## src/design/i2cws_pkg.sv

```systemverilog
// Shared types and constants for the I2C write transaction serializer.
package i2cws_pkg;

  localparam logic [7:0] CTRL_DATA = 8'h40;
  localparam logic [7:0] CTRL_CMD  = 8'h00;

  // Sub-step positions inside one byte: 16 data half-clocks, then the ack clock.
  localparam logic [4:0] SUB_ACK_HI = 5'd16;
  localparam logic [4:0] SUB_ACK_LO = 5'd17;
  localparam logic [4:0] SUB_START_END = 5'd2;
  localparam logic [4:0] SUB_STOP_END  = 5'd1;
  localparam logic [1:0] BYTE_LAST = 2'd2;

  localparam int QUEUE_DEPTH = 2;

  typedef struct packed {
    logic [7:0] addr;
    logic [7:0] ctrl;
    logic [7:0] payload;
  } frame_t;

  typedef struct packed {
    logic valid;
    logic full;
  } queue_status_t;

  typedef enum logic [2:0] {
    PH_START = 3'b001,
    PH_BYTE  = 3'b010,
    PH_STOP  = 3'b100
  } phase_t;

endpackage

```

## src/design/i2cws_front.sv

```systemverilog
// Input stage: registers one transaction and builds its three-byte frame.
module i2cws_front (
  input  logic                  clk,
  input  logic                  rst,
  input  logic                  in_valid,
  output logic                  in_ready,
  input  logic [7:0]            dev_addr,
  input  logic                  is_data,
  input  logic [7:0]            payload,
  input  i2cws_pkg::queue_status_t q_status,
  output logic                  push,
  output i2cws_pkg::frame_t     push_frame
);
  import i2cws_pkg::*;

  logic   fv;
  frame_t fr;

  assign push       = fv && !q_status.full;
  assign in_ready   = !fv || !q_status.full;
  assign push_frame = fr;

  always_ff @(posedge clk) begin
    if (rst) begin
      fv <= 1'b0;
    end else if (in_valid && in_ready) begin
      fv <= 1'b1;
    end else if (push) begin
      fv <= 1'b0;
    end
  end

  // Select the control byte from the data/command flag.
  always_ff @(posedge clk) begin
    if (in_valid && in_ready) begin
      fr.addr    <= dev_addr;
      fr.ctrl    <= is_data ? CTRL_DATA : CTRL_CMD;
      fr.payload <= payload;
    end
  end

endmodule

```

## src/design/i2cws_queue.sv

```systemverilog
// Two-entry frame queue between the input stage and the bus sequencer.
module i2cws_queue (
  input  logic                      clk,
  input  logic                      rst,
  input  logic                      push,
  input  i2cws_pkg::frame_t         push_frame,
  input  logic                      pop,
  output i2cws_pkg::frame_t         pop_frame,
  output i2cws_pkg::queue_status_t  status
);
  import i2cws_pkg::*;

  frame_t     mem [QUEUE_DEPTH];
  logic       wr_ptr;
  logic       rd_ptr;
  logic [1:0] count;

  assign status.valid = (count != 2'd0);
  assign status.full  = (count == 2'(QUEUE_DEPTH));
  assign pop_frame    = mem[rd_ptr];

  always_ff @(posedge clk) begin
    if (push) begin
      mem[wr_ptr] <= push_frame;
    end
  end

  always_ff @(posedge clk) begin
    if (rst) begin
      wr_ptr <= 1'b0;
      rd_ptr <= 1'b0;
      count  <= 2'd0;
    end else begin
      if (push) begin
        wr_ptr <= ~wr_ptr;
      end
      if (pop) begin
        rd_ptr <= ~rd_ptr;
      end
      if (push && !pop) begin
        count <= count + 2'd1;
      end else if (pop && !push) begin
        count <= count - 2'd1;
      end
    end
  end

endmodule

```

## src/design/i2cws_back.sv

```systemverilog
// Bus sequencer: expands one frame into 59 SCL/SDA states behind an output register.
module i2cws_back (
  input  logic                      clk,
  input  logic                      rst,
  input  i2cws_pkg::frame_t         frame,
  input  logic                      frame_valid,
  output logic                      pop,
  output logic                      out_valid,
  input  logic                      out_ready,
  output logic                      scl,
  output logic                      sda,
  output logic                      hold,
  output logic                      last
);
  import i2cws_pkg::*;

  logic        busy;
  phase_t      phase;
  logic [4:0]  sub;
  logic [1:0]  byte_idx;
  logic [23:0] shreg;

  logic cur_scl, cur_sda, cur_hold, cur_last, final_step;
  logic advance;

  assign advance = busy && (!out_valid || out_ready);
  assign pop     = frame_valid && (!busy || (advance && final_step));

  always_comb begin
    cur_scl    = 1'b1;
    cur_sda    = 1'b1;
    cur_hold   = 1'b1;
    cur_last   = 1'b0;
    final_step = 1'b0;
    unique case (phase)
      PH_START: begin
        cur_scl  = (sub != SUB_START_END);
        cur_sda  = (sub == 5'd0);
        cur_hold = (sub != SUB_START_END);
      end
      PH_BYTE: begin
        if (sub == SUB_ACK_HI) begin
          cur_scl = 1'b1;
        end else if (sub == SUB_ACK_LO) begin
          cur_scl  = 1'b0;
          cur_hold = 1'b0;
        end else begin
          cur_scl = ~sub[0];
          cur_sda = shreg[23];
        end
      end
      PH_STOP: begin
        cur_sda    = (sub == SUB_STOP_END);
        cur_last   = (sub == SUB_STOP_END);
        final_step = (sub == SUB_STOP_END);
      end
      default: begin
        cur_scl = 1'b1;
      end
    endcase
  end

  always_ff @(posedge clk) begin
    if (rst) begin
      busy     <= 1'b0;
      phase    <= PH_START;
      sub      <= 5'd0;
      byte_idx <= 2'd0;
    end else if (pop) begin
      busy     <= 1'b1;
      phase    <= PH_START;
      sub      <= 5'd0;
      byte_idx <= 2'd0;
    end else if (advance) begin
      unique case (phase)
        PH_START: begin
          if (sub == SUB_START_END) begin
            phase <= PH_BYTE;
            sub   <= 5'd0;
          end else begin
            sub <= sub + 5'd1;
          end
        end
        PH_BYTE: begin
          if (sub == SUB_ACK_LO) begin
            sub <= 5'd0;
            if (byte_idx == BYTE_LAST) begin
              phase <= PH_STOP;
            end else begin
              byte_idx <= byte_idx + 2'd1;
            end
          end else begin
            sub <= sub + 5'd1;
          end
        end
        PH_STOP: begin
          if (final_step) begin
            busy <= 1'b0;
          end else begin
            sub <= sub + 5'd1;
          end
        end
        default: begin
          phase <= PH_START;
        end
      endcase
    end
  end

  // Shift the next data bit to the top after each low half-clock.
  always_ff @(posedge clk) begin
    if (pop) begin
      shreg <= frame;
    end else if (advance && (phase == PH_BYTE) && (sub < SUB_ACK_HI) && sub[0]) begin
      shreg <= {shreg[22:0], 1'b0};
    end
  end

  always_ff @(posedge clk) begin
    if (rst) begin
      out_valid <= 1'b0;
    end else if (advance) begin
      out_valid <= 1'b1;
    end else if (out_ready) begin
      out_valid <= 1'b0;
    end
  end

  always_ff @(posedge clk) begin
    if (advance) begin
      scl  <= cur_scl;
      sda  <= cur_sda;
      hold <= cur_hold;
      last <= cur_last;
    end
  end

  a_pop_needs_frame: assert property (@(posedge clk) disable iff (rst)
    pop |-> frame_valid)
    else $error("pop from empty queue");

  a_last_on_stop: assert property (@(posedge clk) disable iff (rst)
    (advance && final_step) |=> (out_valid && last))
    else $error("stop state not flagged last");

  a_sub_range: assert property (@(posedge clk) disable iff (rst)
    busy |-> ((sub <= SUB_ACK_LO) && (byte_idx <= BYTE_LAST)))
    else $error("sequencer counter out of range");

  a_no_pop_midframe: assert property (@(posedge clk) disable iff (rst)
    (busy && !(advance && final_step)) |-> !pop)
    else $error("new frame loaded mid-transaction");

endmodule

```

## src/design/i2c_write_transaction_serializer_top.sv

```systemverilog
// Top level of the I2C write transaction serializer.
//
// Input channel (in_valid/in_ready): one item is one three-byte I2C write:
// dev_addr (address byte with R/W), is_data (control byte 0x40 when set,
// 0x00 when clear) and payload (third byte).
// Output channel (out_valid/out_ready): one item per bus state, giving the
// scl and sda levels, hold (state lasts one delay period) and last (stop
// complete). Every transaction yields exactly 59 states: start (3), three
// bytes of 8 bits MSB first plus an unsampled ack clock (18 each), stop (2).
//
// With an idle pipeline, an accepted item is written to the queue, loaded
// by the sequencer and then registered at the output, where out_valid rises
// with the first state. Throughput: the sequencer emits one state per cycle
// while the receiver takes them; it loads the next frame on the
// cycle of the final stop state, so back-to-back transactions leave no gap.
// A two-entry queue plus the input register let up to three further items
// be taken while a transaction is still being emitted.
//
// Reset (rst, synchronous, active high) empties the input register and the
// queue and idles the sequencer. When the receiver stalls, the output
// register holds its state and the sequencer freezes; input items keep
// being taken until the queue and the input register fill up.
module i2c_write_transaction_serializer_top (
  input  logic       clk,
  input  logic       rst,
  input  logic       in_valid,
  output logic       in_ready,
  input  logic [7:0] dev_addr,
  input  logic       is_data,
  input  logic [7:0] payload,
  output logic       out_valid,
  input  logic       out_ready,
  output logic       scl,
  output logic       sda,
  output logic       hold,
  output logic       last
);
  import i2cws_pkg::*;

  queue_status_t q_status;
  logic          push;
  logic          pop;
  frame_t        push_frame;
  frame_t        pop_frame;

  // Accept items and build the address/control/payload frame.
  i2cws_front u_front (
    .clk        (clk),
    .rst        (rst),
    .in_valid   (in_valid),
    .in_ready   (in_ready),
    .dev_addr   (dev_addr),
    .is_data    (is_data),
    .payload    (payload),
    .q_status   (q_status),
    .push       (push),
    .push_frame (push_frame)
  );

  // Decouple intake from bus sequencing.
  i2cws_queue u_queue (
    .clk        (clk),
    .rst        (rst),
    .push       (push),
    .push_frame (push_frame),
    .pop        (pop),
    .pop_frame  (pop_frame),
    .status     (q_status)
  );

  // Expand each frame into bus states.
  i2cws_back u_back (
    .clk         (clk),
    .rst         (rst),
    .frame       (pop_frame),
    .frame_valid (q_status.valid),
    .pop         (pop),
    .out_valid   (out_valid),
    .out_ready   (out_ready),
    .scl         (scl),
    .sda         (sda),
    .hold        (hold),
    .last        (last)
  );

endmodule

```

## config.mk

```make
export PLATFORM = sky130hd
export DESIGN_NAME = i2c_write_transaction_serializer_top
export DESIGN_NICKNAME = d
export VERILOG_FILES = /design/src/design/i2cws_pkg.sv /design/src/design/i2cws_front.sv /design/src/design/i2cws_queue.sv /design/src/design/i2cws_back.sv /design/src/design/i2c_write_transaction_serializer_top.sv
export SDC_FILE = /design/constraint.sdc
export NUM_CORES = 1
export LEC_CHECK = 0
export ABC_AREA = 0
export ABC_CLOCK_PERIOD_IN_PS = 3900
export BUFFER_PORTS_ARGS = -buffer_cell sky130_fd_sc_hd__buf_2
export CAP_MARGIN = 25
export CORE_MARGIN = 5
export CORE_UTILIZATION = 55
export CTS_CLUSTER_DIAMETER = 120
export DETAILED_ROUTE_END_ITERATION = 16
export PLACE_DENSITY = 0.71
export SETUP_SLACK_MARGIN = 0.2
export SLEW_MARGIN = 20
export SYNTH_ARGS = -nofsm -noshare
export SYNTH_HDL_FRONTEND = slang
export SYNTH_HIERARCHICAL = 1
export SYNTH_SLANG_ARGS = --single-unit
```

## constraint.sdc

```tcl
create_clock -name clk -period 3.9 [get_ports clk]
set_input_delay 0.78 -clock clk [delete_from_list [all_inputs] [get_ports clk]]
set_output_delay 0.78 -clock clk [all_outputs]
set_load 0.05 [all_outputs]
```

==> flow_summary.json, run 1 <==
{
  "status": "completed",
  "ant_nets": 0,
  "grt_max_degree": 26,
  "max-cap-violations": 0,
  "p_sw_mw": 0.926,
  "synth_fa_ha_area_share_pct": 1.62,
  "min_period_over_period_pct": 77.2,
  "grt_pass1_vias": 2424,
  "rows": 33,
  "dr.pass1.iters": 4,
  "power_frac_comb_pct": 27.1,
  "grt_overflow": 0,
  "max-vdd-ir-drop_mv": 0.345,
  "cp_data_required_time_ns": 4.19,
  "yosysUniqueCellTypes": 53,
  "hold_depth": 0,
  "clockBufferDepth": 2,
  "core-area_um2": 8220,
  "num_antenna_cells": 0,
  "cp.arrival_ns": 3.31,
  "dieArea_um2": 10300,
  "numCtsBuffers": 9,
  "reg2reg_slack_ns": 0.89,
  "rsz0062_at_grt": "no",
  "internal_power_mw": 2.43,
  "drc": 0,
  "drtIter0Drc": 184,
  "post_cts_buffers": 0,
  "synth-simple-area-share_pct": 6.70,
  "period_needed_ns": 3.01,
  "initial_core_util_pct": 56.3,
  "muxShareOfSynthArea_pct": 13.1,
  "critical_path.startpoint": "u_back/sub[0]",
  "path_class": "register to register",
  "power_density_nw_per_um2": 661,
  "hold_viol_final": 0,
  "viasPerCell": 5.45,
  "skew_ns": 0.0106,
  "synth_area_per_cell_um2": 16.1,
  "clock_latency_ns": 0.36,
  "syn2layout_area_growth_pct": 9.73,
  "startpoint_type": "register",
  "power_mw": 3.36,
  "yosysWarningCount": 6,
  "ioPinCount": 27,
  "r2r_end": "u_queue/count[1]",
  "p_seq_share_pct": 50.8,
  "synth_cells": 288,
  "drive_gt1_share_pct": 31.9,
  "gp_congestion": 0.809,
  "fmax_mhz": 332,
  "hold_ws_ns": 0.446,
  "final_cell_mix": "93 x edfxtp_1, 29 x mux2_2, 26 x buf_2",
  "async_flop_share_pct": 0,
  "swShare_pct": 27.6,
  "cts_resized": 0,
  "synth-edff-count": 93,
  "htreeDepth": 3,
  "synth_compound_area_share_pct": 5.84,
  "portBuffers": 26,
  "seq_area_frac_synth_pct": 68.1,
  "avgRoutedWirePerCell_um": 16.9,
  "tightest_slew_ns": 0.953,
  "synth_top_family_by_area": "multiplexers",
  "cts-root-buf": "clkbuf_8",
  "whs_endpoint": "u_queue/mem[0][18]",
  "p_clk_share_pct": 22.1,
  "maxSlewHeadroom_pct": 36.4,
  "hp-start": "u_front/push_frame[18]",
  "clock-sinks": 111,
  "vias": 2333,
  "cts_tree": "yes",
  "fin_tns_setup_ns": 0,
  "placed_area_um2": 4860,
  "min_path_type": "register to register",
  "cts_hold_buf": 0,
  "syn_area_um2": 4630,
  "grt_pass1_wl_mm": 11.9,
  "worst-r2r-cell-count": 9,
  "final_common_cell": "edfxtp_1",
  "worstSetupEndpointType": "register",
  "worstPathMaxFanout": 25,
  "dp_hpwl_mm": 4.64,
  "synth_xor_area_share_pct": 1.14,
  "r2r-start": "u_back/sub[0]",
  "drv_slew": 0,
  "synthFlopType": "edfxtp_1",
  "grt_use_total_pct": 15.4,
  "antenna_found_initial": 0,
  "die_y_um": 102,
  "layout.nets": 345,
  "die_w_um": 102,
  "leakage_nw": 1.78,
  "final_area_um2": 5080,
  "synth_seq_cells": 111,
  "routed_wl_mm": 7.24,
  "path_clk_slew_ns": 0.10,
  "setup_viol": 0
}
## cell usage after synthesis (all sizes together), types with 3 or more instances
| library cell | n | share of area, % |
|---|---|---|
| nand2b | 4 | 0.54 |
| dfxtp | 18 | 7.8 |
| o21ai | 8 | 0.95 |
| nor2b | 3 | 0.41 |
| o31ai | 3 | 0.78 |
| mux2 | 47 | 13 |
| edfxtp | 93 | 60 |
| nor2 | 12 | 0.97 |
| o2111ai | 3 | 0.57 |
| inv | 8 | 0.65 |
| ha | 6 | 1.6 |
| clkbuf | 3 | 0.24 |
| buf | 14 | 2.4 |
| a21oi | 11 | 1.2 |
| xnor2 | 4 | 0.76 |
| nand2 | 7 | 0.73 |
| or4 | 3 | 0.49 |
## critical path, stage by stage, from the launching register on
cell     delay, ns
dfxtp_1       0.47
ha_1          0.22
or4b_1        0.59
o31ai_4       0.30
nand2_4       0.31
inv_1         0.18
inv_1         0.06
ha_1          0.30
or3_1         0.36
a21oi_1       0.14
## worst max-delay path by stage
| stage | to | slack (ns) | depth (start not counted) |
|---|---|---|---|
| finish | u_queue/count[1] | 0.89 | 9 |
| global route | u_queue/count[1] | 0.72 | 9 |
| CTS | u_queue/count[1] | 0.90 | 9 |
| detailed placement | u_queue/count[1] | 0.94 | 9 |
| global placement | u_queue/count[1] | 1.03 | 9 |
| floorplan | u_back/shreg[0] | 0.30 | 5 |
## area by class of cell
class	count	area, um2
flip-flops and latches	111	3150
clock buffers	10	128
fillers	619	3140
clock inverters	6	95.1
well taps	105	131
repair buffers	30	180
inverters	9	33.8
multi-input cells	157	1360
## sequential cells by signal, summed over array words and instances (netlist names), named ones only
register,flops
u_back/hold,1
u_back/scl,1
u_back/last,1
u_queue/mem,48
u_back/byte_idx,2
u_front/fv,1
u_front/push_frame,17
u_back/out_valid,1
u_back/sub,5
u_queue/wr_ptr,1
u_back/phase,3
u_queue/count,2
u_back/sda,1
u_back/busy,1
u_queue/rd_ptr,1
u_back/shreg,24
## routing by layer
layer | vias to the layer above | track usage [%] | wire, um
met1 | 1118 | 21.6 | 3370
met4 | 0 | 6.13 | 108
met5 | - | 0 | 0
met2 | 58 | 23.7 | 3410
met3 | 11 | 3.24 | 349
li1 | 1146 | - | -
## cells by family after synthesis
family / count (synthesis)
xor+xnor: 6
compound gates: 39
mux: 48
buf+inv: 26
fa+ha+maj: 6
flops: 111
other cells: 1
simple gates: 51
## power by group through the flow
stage | clock (mW) | sequential, mW | combinational [mW]
2_1_floorplan | 0 | 1.72 | 0.734
3_3_place_gp | 0 | 1.74 | 0.861
3_5_place_dp | 0 | 1.73 | 0.912
4_1_cts | 0.763 | 1.71 | 0.923
5_1_grt | 0.811 | 1.73 | 0.987
6_report | 0.741 | 1.71 | 0.909
## metrics by stage
| step | instances | setup slack (ns) | utilization [%] |
|---|---|---|---|
| after floorplan | 294 | 0.296 | - |
| after global placement | 411 | 1.03 | 58.8 |
| after detailed placement | 412 | 0.944 | 59.1 |
| after CTS | 428 | 0.898 | 61.8 |
| after global routing | 428 | 0.717 | 61.8 |
| final | 428 | 0.888 | 61.8 |
No activity file was read; power rests on OpenSTA's default activity.
==> run 2: changes to the inputs <==
ABC_CLOCK_PERIOD_IN_PS = 2430   (was 3900)
PLACE_DENSITY = 0.74   (was 0.71)
clock period = 2.43 ns   (was 3.9 ns; I/O delays follow)
==> flow_summary.json, run 2 (synthesis gave the netlist of run 1 again) <==
{
  "regMostFlops": "u_queue/mem",
  "cts-root-buf": "clkbuf_8",
  "max-cap-violations": 0,
  "leakage_nw": 1.86,
  "period_needed_ns": 2.22,
  "crit_cells": 10,
  "max-vdd-ir-drop_mv": 0.492,
  "crit_buf_inv": 2,
  "final_area_um2": 5220,
  "dp_slack_ns": 0.0465,
  "dp_hpwl_mm": 4.68,
  "gp_congestion": 0.932,
  "grt_max_degree": 25,
  "placed_area_um2": 4960,
  "final_common_cell": "edfxtp_1",
  "worstSetupEndpointType": "register",
  "skew_ns": 0.0113,
  "clockBufferDepth": 2,
  "rows": 33,
  "num_antenna_cells": 0,
  "viasPerCell": 5.40,
  "routed_wl_mm": 7.45,
  "setup_ws_ns": 0.207,
  "avgRoutedWirePerCell_um": 16.8,
  "dieArea_um2": 10300,
  "cts_tree": "yes",
  "grt_pass1_wl_mm": 11.9,
  "worstPathMaxFanout": 7,
  "dr.pass1.iters": 4,
  "antenna_found_initial": 0,
  "multi_input_area_um2": 1390,
  "power_density_nw_per_um2": 1040,
  "finalNonFillerCells": 443,
  "htreeDepth": 3,
  "drc": 0,
  "path_class": "register to register",
  "critPathTopFamily": "simple AND/OR/NAND/NOR gates",
  "rsz0062_at_grt": "yes",
  "status": "completed",
  "cp_slowest_cell": "or4b_4",
  "path_clk_slew_ns": 0.11,
  "cp.arrival_ns": 2.52,
  "layout.nets": 360,
  "initial_core_util_pct": 56.3,
  "drive_gt1_share_pct": 37.6,
  "clock_latency_ns": 0.36,
  "cp_cell_sequence": "ha_4 -> or4b_4 -> o31ai_4 -> nand2_4 -> inv_4 -> inv_2 -> ha_4 -> xor2_1 -> or3_1 -> a21oi_1",
  "drv_slew": 0,
  "die_w_um": 102,
  "max_stage_delay_ns": 0.48,
  "vias": 2394,
  "cts_hold_buf": 0,
  "clock-sinks": 111,
  "dp.cells": 422,
  "hold_viol_final": 0,
  "fin_tns_setup_ns": 0,
  "numCtsBuffers": 9,
  "fmax_mhz": 450,
  "drtIter0Drc": 118,
  "nFillCells": 598,
  "ioPinCount": 27,
  "portBuffers": 26,
  "hold_depth": 1,
  "startpoint_type": "register",
  "syn2layout_area_growth_pct": 12.8,
  "largest_reg_flops": 48,
  "ant_nets": 0,
  "grt_overflow": 0,
  "cp_data_required_time_ns": 2.73,
  "setup_viol": 0,
  "die_y_um": 102,
  "worst-r2r-cell-count": 10,
  "grt_pass1_vias": 2458,
  "min_period_over_period_pct": 91.5,
  "register_area_um2": 3160,
  "final_cell_mix": "93 x edfxtp_1, 29 x mux2_2, 26 x buf_2",
  "min_path_type": "input port to register",
  "core-area_um2": 8220,
  "grt_use_total_pct": 15.3,
  "cp_common_cell": "ha_4"
}
==> run 2: layer usage <==
| metal | part of all wire [%] | up-vias | GRT usage [%] |
|---|---|---|---|
| met2 | 51 | 48 | 26.2 |
| li1 | - | 1168 | - |
| met4 | 1.5 | 0 | 5.93 |
| met5 | 0 | - | 0 |
| met1 | 44 | 1170 | 18.6 |
| met3 | 3.5 | 8 | 3.79 |
==> run 2: repair_timing <==
action | CTS | global route
gates cloned | 0 | 2
resized for setup | 3 | 1
buffers inserted | 3 | 0
endpoints found under the setup margin | 48 | 26
pin swaps | 2 | 0
==> run 2: stage by stage <==
stage	utilization [%]	hold slack, ns	power, mW
final	63.5	0.288	5.43
after floorplan	-	0.421	4.02
after CTS	63.0	0.266	5.37
after global routing	63.5	0.255	5.70
after detailed placement	60.4	0.430	4.31
after global placement	60.4	0.424	4.26
==> run 2: path summary, 6_finish.rpt <==
kind                                from               endpoint  slack (ns)
setup / recovery           u_back/sub[0]       u_queue/count[1]        0.21
hold / removal                payload[5]  u_front/push_frame[5]        0.29
setup reg to reg           u_back/sub[0]       u_queue/count[1]        0.21
hold reg to reg   u_front/push_frame[19]     u_queue/mem[1][19]        0.45
==> run 2: area by class of cell <==
type	count	share of cell area [%]
Sequential cell	111	60.5
Multi-Input combinational cell	157	26.7
Timing Repair Buffer	45	5.94
Inverter	9	0.743
Tap cell	105	2.52
Clock inverter	7	1.20
Clock buffer	9	2.37
==> run 2: where the power goes <==
part           switching, mW  internal, mW  total (mW)
logic                  0.800         0.868        1.67
clock network          0.636         0.395        1.03
registers              0.144          2.58        2.73
==> run 3: changes to the inputs <==
ABC_AREA = 1   (was 0)
==> flow_summary.json, run 3 <==
{
  "status": "completed",
  "dieArea_um2": 10500,
  "yosysWarningCount": 6,
  "rsz0062_at_grt": "no",
  "core-area_um2": 8300,
  "path_class": "register to register",
  "skew_ns": 0.0122,
  "initial_core_util_pct": 56.9,
  "p_seq_share_pct": 50.5,
  "final_common_cell": "nand2_1",
  "clock_latency_ns": 0.36,
  "leakage_nw": 2.06,
  "p_clk_share_pct": 19.3,
  "worstPathMaxFanout": 7,
  "synthFlopType": "edfxtp_1",
  "worstSetupEndpointType": "register",
  "ant_nets": 0,
  "ioPinCount": 27,
  "clock-sinks": 111,
  "min_period_over_period_pct": 80.7,
  "p_sw_mw": 1.82,
  "nFillCells": 650,
  "cts_tree": "yes",
  "antenna_found_initial": 0,
  "die_w_um": 103,
  "grt_pass1_vias": 2685,
  "final_cell_mix": "112 x nand2_1, 93 x edfxtp_1, 32 x inv_1",
  "rows": 33,
  "grt_pass1_wl_mm": 12.2,
  "numCtsBuffers": 9,
  "max_stage_delay_ns": 0.46,
  "cp_slowest_cell": "dfxtp_1",
  "cts_resized": 0,
  "yosys.cell_count.top_type": "nand2_1",
  "power_mw": 5.47,
  "fin_tns_setup_ns": 0,
  "synth_top_family_by_area": "simple AND/OR/NAND/NOR gates",
  "async_flop_share_pct": 0,
  "yosysUniqueCellTypes": 28,
  "cp_common_cell": "nand2_2",
  "synth_seq_cells": 111,
  "clockBufferDepth": 2,
  "syn_area_um2": 4720,
  "synth-edff-count": 93,
  "hold_viol_final": 0,
  "post_cts_buffers": 0,
  "largest_reg_flops": 48,
  "crit_cells": 13,
  "routed_wl_mm": 7.31,
  "period_needed_ns": 1.96,
  "power_frac_comb_pct": 30.2,
  "synth_cells": 382,
  "drc": 0,
  "register_area_um2": 3150,
  "critPathTopFamily": "simple AND/OR/NAND/NOR gates",
  "cp_cell_sequence": "ha_1 -> nand3_2 -> nor2_4 -> nand2_2 -> nand2_2 -> nand2_2 -> inv_2 -> inv_1 -> ha_1 -> inv_1 -> nand4_1 -> nand2_1 -> nor2_1",
  "worst-r2r-cell-count": 13,
  "layout.nets": 446,
  "drtIter0Drc": 149,
  "synth_xor_area_share_pct": 0.556,
  "internal_power_mw": 3.66,
  "die_y_um": 103,
  "muxShareOfSynthArea_pct": 7.31,
  "crit_buf_inv": 3,
  "max-cap-violations": 0,
  "synth-simple-area-share_pct": 14.8,
  "gp_congestion": 0.946,
  "drv_slew": 0,
  "portBuffers": 26,
  "hold_depth": 1,
  "cts-root-buf": "clkbuf_8",
  "seq_area_frac_synth_pct": 66.8,
  "max-vdd-ir-drop_mv": 0.757,
  "grt_use_total_pct": 15.0,
  "vias": 2707,
  "dr.pass1.iters": 4,
  "num_antenna_cells": 0,
  "viasPerCell": 5.12,
  "cp.arrival_ns": 2.24,
  "grt_max_degree": 28,
  "synth_fa_ha_area_share_pct": 1.59,
  "fmax_mhz": 510,
  "startpoint_type": "register",
  "path_clk_slew_ns": 0.11,
  "cp_data_required_time_ns": 2.71,
  "netlist.area_leader.share_pct": 59.1,
  "synthTopCellsByCount": "112 x nand2_1, 93 x edfxtp_1, 32 x inv_1, 20 x mux2_4, 20 x nor2_1",
  "multi_input_area_um2": 1310,
  "min_path_type": "input port to register",
  "htreeDepth": 3,
  "syn2layout_area_growth_pct": 8.29,
  "synth_top_cell_by_area": "edfxtp_1",
  "avgRoutedWirePerCell_um": 13.8,
  "synthTopCellsByArea": "edfxtp_1 59%, nand2_1 8.9%, dfxtp_1 7.6%",
  "setup_viol": 0,
  "grt_overflow": 0,
  "synth_area_per_cell_um2": 12.4,
  "synth_compound_area_share_pct": 2.68,
  "power_density_nw_per_um2": 1070,
  "dp_hpwl_mm": 4.94,
  "drive_gt1_share_pct": 21.7,
  "cts_hold_buf": 0,
  "swShare_pct": 33.2,
  "regMostFlops": "u_queue/mem"
}
## run 3: kinds of logic (layout without fill, tap and decap cells)
logic type,count (synthesis),in the layout
AO/OA/AOI/OAI,22,22
adder cells (fa/ha/maj),6,6
XOR/XNOR,3,3
flip-flops,111,111
other,1,7
multiplexers,24,24
AND/OR/NAND/NOR,166,166
buffers and inverters,49,85
## run 3: routing by layer
metal / GRT usage [%] / vias to the layer above / part of all wire (%)
met5: 0 / - / 0
met4: 5.75 / 0 / 1.3
met3: 3.59 / 9 / 5.3
met2: 26.7 / 65 / 52
met1: 17.7 / 1285 / 41
li1: - / 1348 / -
## run 3: metrics by stage
step | setup slack, ns | hold slack, ns | std cells | utilization [%] | area, um2
2_1_floorplan | 0.288 | 0.421 | 388 | - | 4750
3_3_place_gp | 0.610 | 0.422 | 513 | 59.3 | 4920
3_5_place_dp | 0.495 | 0.432 | 513 | 59.3 | 4920
4_1_cts | 0.482 | 0.272 | 529 | 61.6 | 5110
5_1_grt | 0.344 | 0.255 | 529 | 61.6 | 5110
6_report | 0.468 | 0.292 | 529 | 61.6 | 5110
## run 3: path summary, 6_finish.rpt
path                                             from                     to  slack, ns
worst max-delay path                    u_back/sub[0]       u_queue/count[1]       0.47
worst max register to register          u_back/sub[0]       u_queue/count[1]       0.47
worst min-delay path                       payload[4]  u_front/push_frame[4]       0.29
worst min register to register  u_front/push_frame[7]      u_queue/mem[0][7]       0.45
## run 3: power groups by stage
stage / clock network [mW] / logic (mW) / registers, mW
2_1_floorplan: 0 / 1.38 / 2.83
3_3_place_gp: 0 / 1.61 / 2.79
3_5_place_dp: 0 / 1.67 / 2.81
4_1_cts: 1.09 / 1.67 / 2.77
5_1_grt: 1.18 / 1.85 / 2.79
6_report: 1.06 / 1.65 / 2.76
## run 3: layout make-up
cell class	instances	share of cell area (%)
well taps	105	2.57
repair buffers	36	4.01
clock buffers	9	2.42
multi-input cells	228	25.5
inverters	33	2.42
flip-flops and latches	111	61.7
clock inverters	7	1.37
